$ cat config.mk
export PLATFORM = sky130hd
export DESIGN_NAME = fsp_div
export DESIGN_NICKNAME = d
export VERILOG_FILES = /design/src/design/fsp_div.sv
export SDC_FILE = /design/constraint.sdc
export NUM_CORES = 1
export LEC_CHECK = 0
export CORE_MARGIN = 10
export CORE_UTILIZATION = 67
export DETAILED_ROUTE_END_ITERATION = 12
export DONT_BUFFER_PORTS = 1
export PLACE_DENSITY_LB_ADDON = 0.15
export SLEW_MARGIN = 0
export SYNTH_ARGS = -nofsm -noshare
export SYNTH_HDL_FRONTEND = slang
export SYNTH_SLANG_ARGS = --single-unit
$ cat constraint.sdc
create_clock -name clk -period 33.4 [get_ports clk]
set_input_delay 5.01 -clock clk [delete_from_list [all_inputs] [get_ports clk]]
set_output_delay 5.01 -clock clk [all_outputs]
set_load 0.02 [all_outputs]
$ cat src/design/fsp_div.sv
// Pipelined restoring divider: rounded height quotient, four bits per stage.
module fsp_div (
	input  logic        clk,
	input  logic        en,
	input  logic [25:0] num,
	input  logic [9:0]  den,
	output logic [15:0] quo
);

	localparam int STAGES = 4;
	localparam int STEPS  = 4;

	logic [9:0]  rem_s [STAGES];
	logic [15:0] quo_s [STAGES];
	logic [15:0] low_s [STAGES];
	logic [9:0]  rem_nx [STAGES];
	logic [15:0] quo_nx [STAGES];
	logic [15:0] low_nx [STAGES];

	// Shift-subtract steps for every stage
	always_comb begin
		logic [9:0]  r;
		logic [15:0] q;
		logic [15:0] l;
		logic [10:0] t;
		for (int k = 0; k < STAGES; k++) begin
			if (k == 0) begin
				r = num[25:16];
				q = '0;
				l = num[15:0];
			end else begin
				r = rem_s[k-1];
				q = quo_s[k-1];
				l = low_s[k-1];
			end
			for (int j = 0; j < STEPS; j++) begin
				t = {r, l[15]};
				l = {l[14:0], 1'b0};
				if (t >= {1'b0, den}) begin
					r = 10'(t - {1'b0, den});
					q = {q[14:0], 1'b1};
				end else begin
					r = t[9:0];
					q = {q[14:0], 1'b0};
				end
			end
			rem_nx[k] = r;
			quo_nx[k] = q;
			low_nx[k] = l;
		end
	end

	// Stage registers
	always_ff @(posedge clk) begin
		if (en) begin
			for (int k = 0; k < STAGES; k++) begin
				rem_s[k] <= rem_nx[k];
				quo_s[k] <= quo_nx[k];
				low_s[k] <= low_nx[k];
			end
		end
	end

	assign quo = quo_s[STAGES-1];

endmodule

## Word level (Yosys, flattened, before mapping)

Memories as Yosys holds them, arrays and structs flattened.
Cells that the tools add are included.

| storage, ports and cells | value |
|---|---|
| register bits after elaboration | 0 |
| RAM bits | 152 |
| input bits | 38 |
| output and inout port bits | 16 |
| logic and storage cells | 69 |
| memories | 3 |

Memories:

| name | words | width | rd ports | clocked after memory_dff | write ports | line | RTL |
|---|---|---|---|---|---|---|---|
| quo_s | 4 | 16 | 4 | 0 | 4 | 14 | `logic [15:0] quo_s [STAGES];` |
| low_s | 4 | 12 | 3 | 0 | 4 | 15 | `logic [15:0] low_s [STAGES];` |
| rem_s | 4 | 10 | 3 | 0 | 4 | 13 | `logic [9:0] rem_s [STAGES];` |

| operators by class | value |
|---|---|
| add/subtract/negate cells | 16 |
| order comparisons | 16 |
| multiplexer cells | 34 |

Operators by type and width:

| kind | number |
|---|---|
| 11-bit by 10-bit >= comparator with 1-bit output | 16 |
| 10-bit 2-to-1 mux | 16 |
| 10-bit subtractor | 16 |
| 1-bit 2-to-1 mux | 18 |

## Depth between registers and ports, before layout

An unclocked memory read counts as a cell.

| depth | value |
|---|---|
| depth in word-level cells | 9 |
| depth in mapped cells | 45 |
| depth with buffers taken out | 42 |

## Least setup slack after synthesis

Ideal clock, no wire load.

| timing | value |
|---|---|
| path kind | input port to flip-flop |
| start | in den[1] |
| end | mem rem_s[1][2], data pin |
| setup time | 0.261 ns |
| arrival | 14.108 ns |
| data required time | 33.139 ns |
| path slack | 19.031 ns |
| stages on the path | 43 |
| path buffers | 5 |
| cell sequence | inv_1 -> ha_1 -> a21o_1 -> a221o_1 -> o41a_1 -> a31oi_4 -> clkbuf_1 -> nor2_1 -> a21oi_1 -> inv_1 -> ha_1 -> nor2b_1 -> o31a_1 -> o31a_1 -> a211oi_1 -> o211ai_1 -> a211oi_1 -> o21ai_2 -> (+7 left out) -> o22ai_1 -> o21ai_0 -> mux2i_4 -> buf_2 -> buf_2 -> o21ai_0 -> ha_1 -> nor2b_1 -> o211ai_1 -> a31oi_1 -> o21ai_0 -> nand2b_1 -> a21o_1 -> nor3_1 -> o21ba_2 -> o211ai_1 -> buf_2 -> a221o_1 |

RTL lines:

| item | line | RTL |
|---|---|---|
| from (decl) | 6 | `input logic [9:0] den,` |
| to (decl) | 13 |  |

==> flow_summary.yaml <==
outcome:
  status: "finished, final reports clean"
grt:
  antenna_found_initial: 1
  grt_pass1_wl_um: 43770
  first_global_vias: 8933
  grt_overflow: 0
  grt.total_usage: 0.2409
  grt_max_degree: 95
critical_path:
  arrival_ps: 15280
  cp_top_family: "compound AO/OA/AOI/OAI gates"
  worstPathRequired_ps: 33490
  critPathCaptureType: "register"
  cp_max_fo: 21
  path_buf_inv: 5
  critPathSlowestCell: "nor2b_1"
  startpoint_type: "input port"
  crit_path_max_incr_delay_ps: 830
  crit_type: "input port to register"
  cpMostUsedCell: "a21oi_1"
yosys:
  dominantRegCellSynth: "edfxtp_1"
  netlist_area_um2: 11110
  synth_edf_count: 94
  async_flop_share: 0
  synth.area.top_cells: "edfxtp_1 25%, ha_1 18%, mux2_2 5.8%"
  syn_avg_cell_area_um2: 9.476
  yosys_warnings: 0
  synth_sequential_area_ratio: 0.2542
  ys_types: 78
  yosysTopAreaCellShare: 0.2542
  yosysTopAreaCell: "edfxtp_1"
  synth_seq_cells: 94
  syn-num-nets: 1385
  synthCells: 1172
sta:
  rsz0062_at_grt: "no"
  period_minus_slack_ps: 15190
  tns_ps: 0
  tightest_slew_ps: 1183
  finalSetupViolations: 0
  min_period_over_period: 0.4549
  timing.slew.headroom: 0.2114
  max_freq_mhz: 65.82
  hold_viol: 0
  finalClockSkew_ps: 9.556
  drv_slew: 0
floorplanning:
  placementRows: 47
  ioPinCount: 54
  initial_core_util: 0.6769
  die_h_um: 148.7
  fp.dieW_um: 148.7
  fp.coreArea_um2: 16410
  die_area_um2: 22130
place:
  dp_hpwl_um: 19820
  portBuffers: 0
  place.gp.congestion: 0.9473
finish:
  antennaDiodeCount: 0
  fin_nets: 1390
  final_common_cell: "ha_1"
  area_growth_pct: 5.126
  drive_above_1_share: 0.09391
  final_cell_mix: "160 x ha_1, 94 x edfxtp_1, 81 x a21oi_1"
route:
  drtPass1Iterations: 5
  antenna_left: 0
  route.detailed.drc: 0
  drt_iter0_markers: 596
  avgViaCountPerCell: 6.554
  routed_wl_um: 26870
  num_vias: 9189
  wire_per_inst_um: 19.16
clock_network:
  htreeDepth: 3
  cts_tree: "yes"
  clock_path_buffers: 2
  worstSkewPairLatency_ps: 360
  cts_sinks: 94
  clock_tree.root_cell: "clkbuf_16"
  post_cts_resized: 0
  clk_pin_slew_ps: 70
  hold_buffers: 0
  cts_made_buffers: 9
  cts_setup_buffers: 0
flow_run:
  cap_violations: 0
worst_hold_path:
  hp-class: "register to register"
-- stage by stage --
step | util | worst slack [ps] | std cells | instance area (um2) | hold WS, ps
after floorplan | - | 19030 | 1172 | 11110 | 400.3
after global placement | 0.6938 | 18000 | 1386 | 11380 | 400.7
after detailed placement | 0.6938 | 18010 | 1386 | 11380 | 404.5
after CTS | 0.7116 | 18330 | 1402 | 11670 | 419.4
after global routing | 0.7116 | 17480 | 1402 | 11670 | 426.8
final | 0.7116 | 18210 | 1402 | 11670 | 419.4
-- Yosys cell counts, types with 15 or more instances --
cell      count
a21o_1       54
a21oi_1      81
a221o_1      15
edfxtp_1     94
fa_1         15
ha_1        160
inv_1        71
mux2_2       57
nand2_1      62
nand2b_1     24
nand4_1      32
nor2_1       72
nor2b_1      36
nor3_1       15
o21a_1       27
o21ai_0      75
xnor2_1      58
xor2_1       38
-- cell families after synthesis --
kind of cell	share of synthesized area
buffers and inverters	0.03143
AOI/OAI and AO/OA	0.2206
and+or+nand+nor	0.1356
adders and majority gates	0.2073
muxes	0.07515
DFF	0.2542
xor gates and xnor gates	0.07571
-- sequential cells by signal, summed over array words and instances, names as in the netlist --
register / cells
low_s: 24
quo_s: 40
rem_s: 30
-- path summary, 6_finish.rpt --
path	startpoint	end	slack, ps	cells past startpoint
hold / removal	quo_s[2][10]	quo_s[3][14]	420	0
setup reg to reg	rem_s[0][0]	rem_s[1][2]	22950	36
hold reg to reg	quo_s[2][10]	quo_s[3][14]	420	0
setup / recovery	den[1]	rem_s[0][6]	18210	40
-- final cells by class --
type,count,area [um2]
sequential,94,2823
multi-input combinational,989,7934
tap,220,275.3
timing repair buffer,10,75.07
clock inverter,6,62.56
clock buffer,10,229.0
fill,1269,4732
inverter,73,276.5
-- metal layers --
metal | vias up | global-route usage | share of wire
li1 | 4461 | - | -
met1 | 4345 | 0.3053 | 0.44
met2 | 309 | 0.3979 | 0.46
met3 | 72 | 0.04945 | 0.064
met4 | 2 | 0.08881 | 0.031
met5 | - | 0 | 0.00048
Power is left out: the tool's default activity adds up to more than one toggle a clock period on the data nets, which glitch-free logic cannot reach.
