### src/design/fsp_sqrt.sv
// Pipelined digit-by-digit square root of the ring radius, three digits per stage.
module fsp_sqrt (
	input  logic        clk,
	input  logic        en,
	input  logic [28:0] rad,
	output logic [14:0] root
);

	localparam int STAGES = 5;
	localparam int STEPS  = 3;

	logic [28:0] rem_s [STAGES];
	logic [28:0] res_s [STAGES];
	logic [28:0] rem_nx [STAGES];
	logic [28:0] res_nx [STAGES];

	// Trial subtraction, one result bit per step
	always_comb begin
		logic [28:0] r;
		logic [28:0] s;
		logic [28:0] b;
		logic [29:0] trial;
		for (int k = 0; k < STAGES; k++) begin
			if (k == 0) begin
				r = rad;
				s = '0;
			end else begin
				r = rem_s[k-1];
				s = res_s[k-1];
			end
			for (int j = 0; j < STEPS; j++) begin
				b = 29'(1) << (28 - 2 * (k * STEPS + j));
				trial = {1'b0, s} + {1'b0, b};
				if ({1'b0, r} >= trial) begin
					r = 29'({1'b0, r} - trial);
					s = (s >> 1) + b;
				end else begin
					s = s >> 1;
				end
			end
			rem_nx[k] = r;
			res_nx[k] = s;
		end
	end

	// Stage registers
	always_ff @(posedge clk) begin
		if (en) begin
			for (int k = 0; k < STAGES; k++) begin
				rem_s[k] <= rem_nx[k];
				res_s[k] <= res_nx[k];
			end
		end
	end

	// Round to nearest
	assign root = 15'(res_s[STAGES-1] + 29'(rem_s[STAGES-1] > res_s[STAGES-1]));

endmodule

### config.mk
export PLATFORM = sky130hd
export DESIGN_NAME = fsp_sqrt
export DESIGN_NICKNAME = d
export VERILOG_FILES = /design/src/design/fsp_sqrt.sv
export SDC_FILE = /design/constraint.sdc
export NUM_CORES = 1
export LEC_CHECK = 0
export BUFFER_PORTS_ARGS = -buffer_cell sky130_fd_sc_hd__buf_2
export CAP_MARGIN = 20
export CORE_UTILIZATION = 40
export CTS_CLUSTER_DIAMETER = 40
export DETAILED_ROUTE_END_ITERATION = 8
export PLACE_DENSITY_LB_ADDON = 0.08
export SLEW_MARGIN = 20
export SYNTH_ARGS = -nofsm -noshare
export SYNTH_HDL_FRONTEND = slang
export SYNTH_SLANG_ARGS = --single-unit
### constraint.sdc
create_clock -name clk -period 18.44 [get_ports clk]
set_clock_uncertainty 0.1 [all_clocks]
set_input_delay 1.844 -clock clk [delete_from_list [all_inputs] [get_ports clk]]
set_output_delay 1.844 -clock clk [all_outputs]
set_load 0.05 [all_outputs]
## Word-level counts from Yosys, hierarchy flattened

Memory sizes are Yosys's and may differ from the RTL's.
Cells that the tools add are included.

- Flip-flop bits (word level): 0
- Output and inout bits: 15
- Bits of input ports: 31
- ROM bits: 0
- Latch bits: 0
- RAM bits: 290
- Memories: 2

Memory list:

| memory | words | width | read ports | clocked after memory_dff | wr ports | RTL line | source |
|---|---|---|---|---|---|---|---|
| rem_s | 5 | 29 | 5 | 0 | 5 | 12 | `logic [28:0] rem_s [STAGES];` |
| res_s | 5 | 29 | 5 | 0 | 5 | 13 | `logic [28:0] res_s [STAGES];` |

- Bitwise logic cells: 0
- $lt $le $gt $ge: 16
- Div/mod/pow operators: 0
- Muxes and demuxes: 32
- $add $sub $neg: 44
- Reductions and logical operators: 0
- Multipliers: 0
- Shifts and indexed selects: 0
- Equality and inequality tests: 0

Operators by type and width:

| cell | count |
|---|---|
| 29-bit 2-to-1 mux | 30 |
| 29-bit by 30-bit >= comparator with 1-bit output | 14 |
| 29-bit subtractor | 14 |
| 29-bit by 1-bit adder with 30-bit output (second input constant) | 1 |
| 29-bit by 11-bit adder with 30-bit output (second input constant) | 1 |
| 29-bit by 13-bit adder with 30-bit output (second input constant) | 1 |
| 29-bit by 15-bit adder with 30-bit output (second input constant) | 1 |
| 29-bit by 17-bit adder with 30-bit output (second input constant) | 1 |
| 29-bit by 19-bit adder with 30-bit output (second input constant) | 1 |
| 29-bit by 21-bit adder with 30-bit output (second input constant) | 1 |
| 29-bit by 23-bit adder with 30-bit output (second input constant) | 1 |
| 29-bit by 25-bit adder with 30-bit output (second input constant) | 1 |
| 29-bit by 27-bit adder with 30-bit output (second input constant) | 1 |
| 29-bit by 3-bit adder with 30-bit output (second input constant) | 1 |
| 29-bit by 5-bit adder with 30-bit output (second input constant) | 1 |
| 29-bit by 7-bit adder with 30-bit output (second input constant) | 1 |
| 29-bit by 9-bit adder with 30-bit output (second input constant) | 1 |
| 28-bit by 1-bit adder with 29-bit output (second input constant) | 1 |
| 28-bit by 11-bit adder with 29-bit output (second input constant) | 1 |
| 28-bit by 13-bit adder with 29-bit output (second input constant) | 1 |
| 28-bit by 15-bit adder with 29-bit output (second input constant) | 1 |
| 28-bit by 17-bit adder with 29-bit output (second input constant) | 1 |
| 28-bit by 19-bit adder with 29-bit output (second input constant) | 1 |
| 28-bit by 21-bit adder with 29-bit output (second input constant) | 1 |
| other kinds (12) | 13 |

## Logic depth before layout (Yosys ltp)

- Depth in word-level cells: 9
- Gate-level depth with buffers: 40

## Least setup slack after synthesis

No wires, ideal clock.

- Path kind: flip-flop to flip-flop
- From: memory res_s[3][14] (netlist: res_s[0][101])
- To: memory rem_s[4][3] (netlist: rem_s[0][119]), data pin
- Period minus slack after synthesis: 7.655 ns
- Data required time: 18.078 ns
- Setup slack: 10.785 ns
- Stages on the path, launching flop included: 38
- Buffers on the path: 6
- Library setup time: 0.262 ns
- Arrival time: 7.293 ns
- Cells stage by stage: edfxtp_1 -> inv_1 -> ha_1 -> clkbuf_1 -> nand4_1 -> nor4_1 -> nor4b_4 -> nand2_1 -> inv_1 -> clkbuf_1 -> nor2_1 -> nor2_1 -> ha_1 -> a21oi_1 -> nor2b_1 -> o21ai_0 -> nand2b_1 -> a221oi_1 -> [... 2 more ...] -> nand4_1 -> buf_2 -> buf_1 -> clkbuf_1 -> nor2_1 -> a21oi_1 -> ha_1 -> a21o_1 -> a21o_1 -> a21oi_1 -> o21ai_0 -> nand2_1 -> o21ai_0 -> a31oi_1 -> nor2_1 -> nor4b_4 -> buf_4 -> mux2_1

RTL lines:

| item | RTL line |
|---|---|
| start: declaration | 13 |
| end: declaration | 12 |

==> flow_metrics.py <==
metrics = {
    "global_route": {
        "grt_antenna_before_repair": 0,
        "grt_pass1_wl_um": 77700,
        "grt_max_degree": 117,
        "overflow": 0,
        "grt_usage": 0.231,
        "grt_pass1_vias": 13700,
    },
    "status": {
        "status": "complete, no violations",
    },
    "clocking": {
        "htreeDepth": 4,
        "cts_tree": "built",
        "clkLatencyLatePin_ns": 0.48,
        "clkSinkCount": 190,
        "hold_buffers": 0,
        "clk_pin_slew_worst_paths_ns": 0.08,
        "cts_root_buffer": "clkbuf_16",
        "clk_path_buf_depth": 2,
        "cts_setup_buffers": 0,
        "cts_resized": 0,
        "numCtsBuffers": 17,
    },
    "timing": {
        "period_needed_ns": 9.73,
        "rsz0062_at_grt": "no",
        "fin_tns_setup_ns": 0,
        "slew_headroom": 0.271,
        "drv_slew": 0,
        "tightest_slew_ns": 1.09,
        "fin_crit_sh": 0.528,
        "finalHoldViolations": 0,
        "setup_viol": 0,
        "fmaxAchievable_mhz": 103,
    },
    "min_path": {
        "min_path_type": "flop to flop",
        "whs_path_depth": 0,
        "holdCritStartpoint": "rem_s[0][58]",
    },
    "place": {
        "gp_congestion": 0.950,
        "io_buffers": 45,
        "hpwl_um": 40200,
    },
    "final_layout": {
        "multiInputGateArea_um2": 10700,
        "final_nets": 2136,
        "area_growth_pct": 8.03,
        "antenna_cells": 0,
        "seq_area_um2": 5710,
        "fill_cells": 4204,
        "drive_gt1_frac": 0.0688,
        "utilization": 0.439,
    },
    "routing": {
        "wire_per_inst_um": 19.8,
        "route.vias.total": 14500,
        "detail-route-antenna-nets": 0,
        "m1WireLength_um": 23000,
        "drtIter0Drc": 977,
        "highest_layer": "met4",
        "routed_wl_um": 49600,
        "met2_length_um": 23400,
        "drc": 0,
        "route.met3.wl_um": 1540,
        "firstDrtPassIters": 5,
        "via_per_inst": 5.80,
    },
    "synth": {
        "async_reset_ff_frac": 0,
        "yosysMostFrequentCell": "edfxtp_1",
        "ys_ff_latch": 190,
        "synth_fa_ha_area_frac": 0.115,
        "synth_commonest_cells": "edfxtp_1, nor2_1, a21oi_1, ha_1, nand2_1",
        "synthCells": 1926,
        "ys.flop_type": "edfxtp_1",
        "yosys.area_share.simple": 0.206,
        "synth_cell_types": 92,
        "synth.area.top_cells": "edfxtp_1, ha_1, xnor2_1, a21oi_1, nor2_1",
        "synth-edff-count": 190,
        "synth_xor_area_frac": 0.0961,
        "yosys.area.top_type": "edfxtp_1",
        "syn_area_per_cell_um2": 8.89,
        "synth_area_um2": 17100,
        "yosysTopAreaCellShare": 0.333,
        "synth_compound_area_frac": 0.186,
        "ys_warn_count": 0,
        "synth_fp_nets": 2114,
        "synth_top_family_by_area": "simple AND/OR/NAND/NOR gates",
        "yosysSeqAreaShare": 0.333,
        "synthMuxAreaShare": 0.0242,
    },
    "power_and_ir_drop": {
        "p_leak_nw": 7.40,
        "peakVddDrop_mv": 0.0880,
        "comb_power_share": 0.692,
        "pwr-share-seq": 0.207,
        "p_clk_frac": 0.101,
        "intPower_mw": 1.90,
        "p_sw_mw": 1.87,
        "power_density_nw_per_um2": 204,
        "sw_frac_of_total": 0.496,
    },
    "die": {
        "core-area_um2": 42100,
        "dieArea_um2": 43700,
        "die_h_um": 209,
        "rows": 75,
        "fp.dieW_um": 209,
        "start_util": 0.407,
        "ios": 46,
    },
    "job": {
        "maxCapViolCount": 0,
    },
    "worst_setup_path": {
        "crit_slowest_cell": "nand2_1",
        "end_kind": "flop",
        "r2r_cells": 32,
        "crit_start": "res_s[0][100]",
        "crit_top_cell": "o21ai_0",
        "critPathTopFamily": "simple AND/OR/NAND/NOR gates",
        "cpPeakStageDelay_ns": 0.59,
        "crit_buf_inv": 5,
        "r2r-start": "res_s[0][100]",
        "worstPathMaxFanout": 38,
        "cp-start-kind": "flop",
        "worstPathRequired_ns": 18.57,
        "critical_path_arrival_ns": 9.86,
        "setup.worst_path.class": "flop to flop",
        "worst-path-stages": 32,
    },
}
[registers in the layout (all words and copies together) (netlist names)]
| register | flops |
|---|---|
| rem_s | 145 |
| res_s | 45 |
[path summary, 6_finish.rpt]
kind | endpoint | slack, ns
hold reg to reg | rem_s[0][87] | 0.35
setup reg to reg | rem_s[0][128] | 8.71
setup / recovery | rem_s[0][128] | 8.71
hold / removal | rem_s[0][87] | 0.35
[per-stage QoR]
| step | hold WS (ns) | power [mW] | cells | setup WS, ns | instance area [µm²] |
|---|---|---|---|---|---|
| 2_1_floorplan | 0.326 | 2.73 | 1926 | 10.78 | 17100 |
| 3_3_place_gp | 0.333 | 3.37 | 2468 | 8.83 | 17900 |
| 3_5_place_dp | 0.335 | 3.37 | 2468 | 8.79 | 17900 |
| 4_1_cts | 0.358 | 3.77 | 2500 | 8.77 | 18500 |
| 5_1_grt | 0.366 | 4.10 | 2500 | 7.92 | 18500 |
| 6_report | 0.355 | 3.77 | 2500 | 8.71 | 18500 |
[layout make-up]
class                           count  area share
Sequential cell                   190       0.308
Clock buffer                       17      0.0230
Clock inverter                     15      0.0102
Multi-Input combinational cell   1557       0.580
Tap cell                          539      0.0364
Timing Repair Buffer               54      0.0163
Inverter                          128      0.0260
[kinds of logic (layout without fill, tap and decap cells)]
kind of cell,count (synthesis),after routing
AO/OA/AOI/OAI,487,487
multiplexers,38,38
flip-flops,190,190
adder cells (fa/ha/maj),157,157
AND/OR/NAND/NOR,687,687
buffers and inverters,179,214
XOR/XNOR,188,188
[per-layer routing]
layer / track usage / vias up
li1: - / 7211
met1: 0.306 / 6899
met2: 0.381 / 310
met3: 0.0263 / 75
met4: 0.0946 / 0
met5: 0 / -
[layout by cell type, fill, tap and decap left out, drive strengths merged, types with 53 or more instances in the layout]
cell,count
a21oi,159
buf,53
edfxtp,190
ha,157
inv,133
nand2,130
nand3,58
nor2,184
nor3,66
o21ai,88
xnor2,121
xor2,67
[power groups by stage]
| stage | clock [mW] | sequential (mW) | combinational (mW) |
|---|---|---|---|
| 2_1_floorplan | 0 | 0.736 | 2.00 |
| 3_3_place_gp | 0 | 0.791 | 2.58 |
| 3_5_place_dp | 0 | 0.791 | 2.58 |
| 4_1_cts | 0.396 | 0.782 | 2.60 |
| 5_1_grt | 0.408 | 0.792 | 2.90 |
| 6_report | 0.382 | 0.780 | 2.61 |
Power figures use the tool's default switching activity.
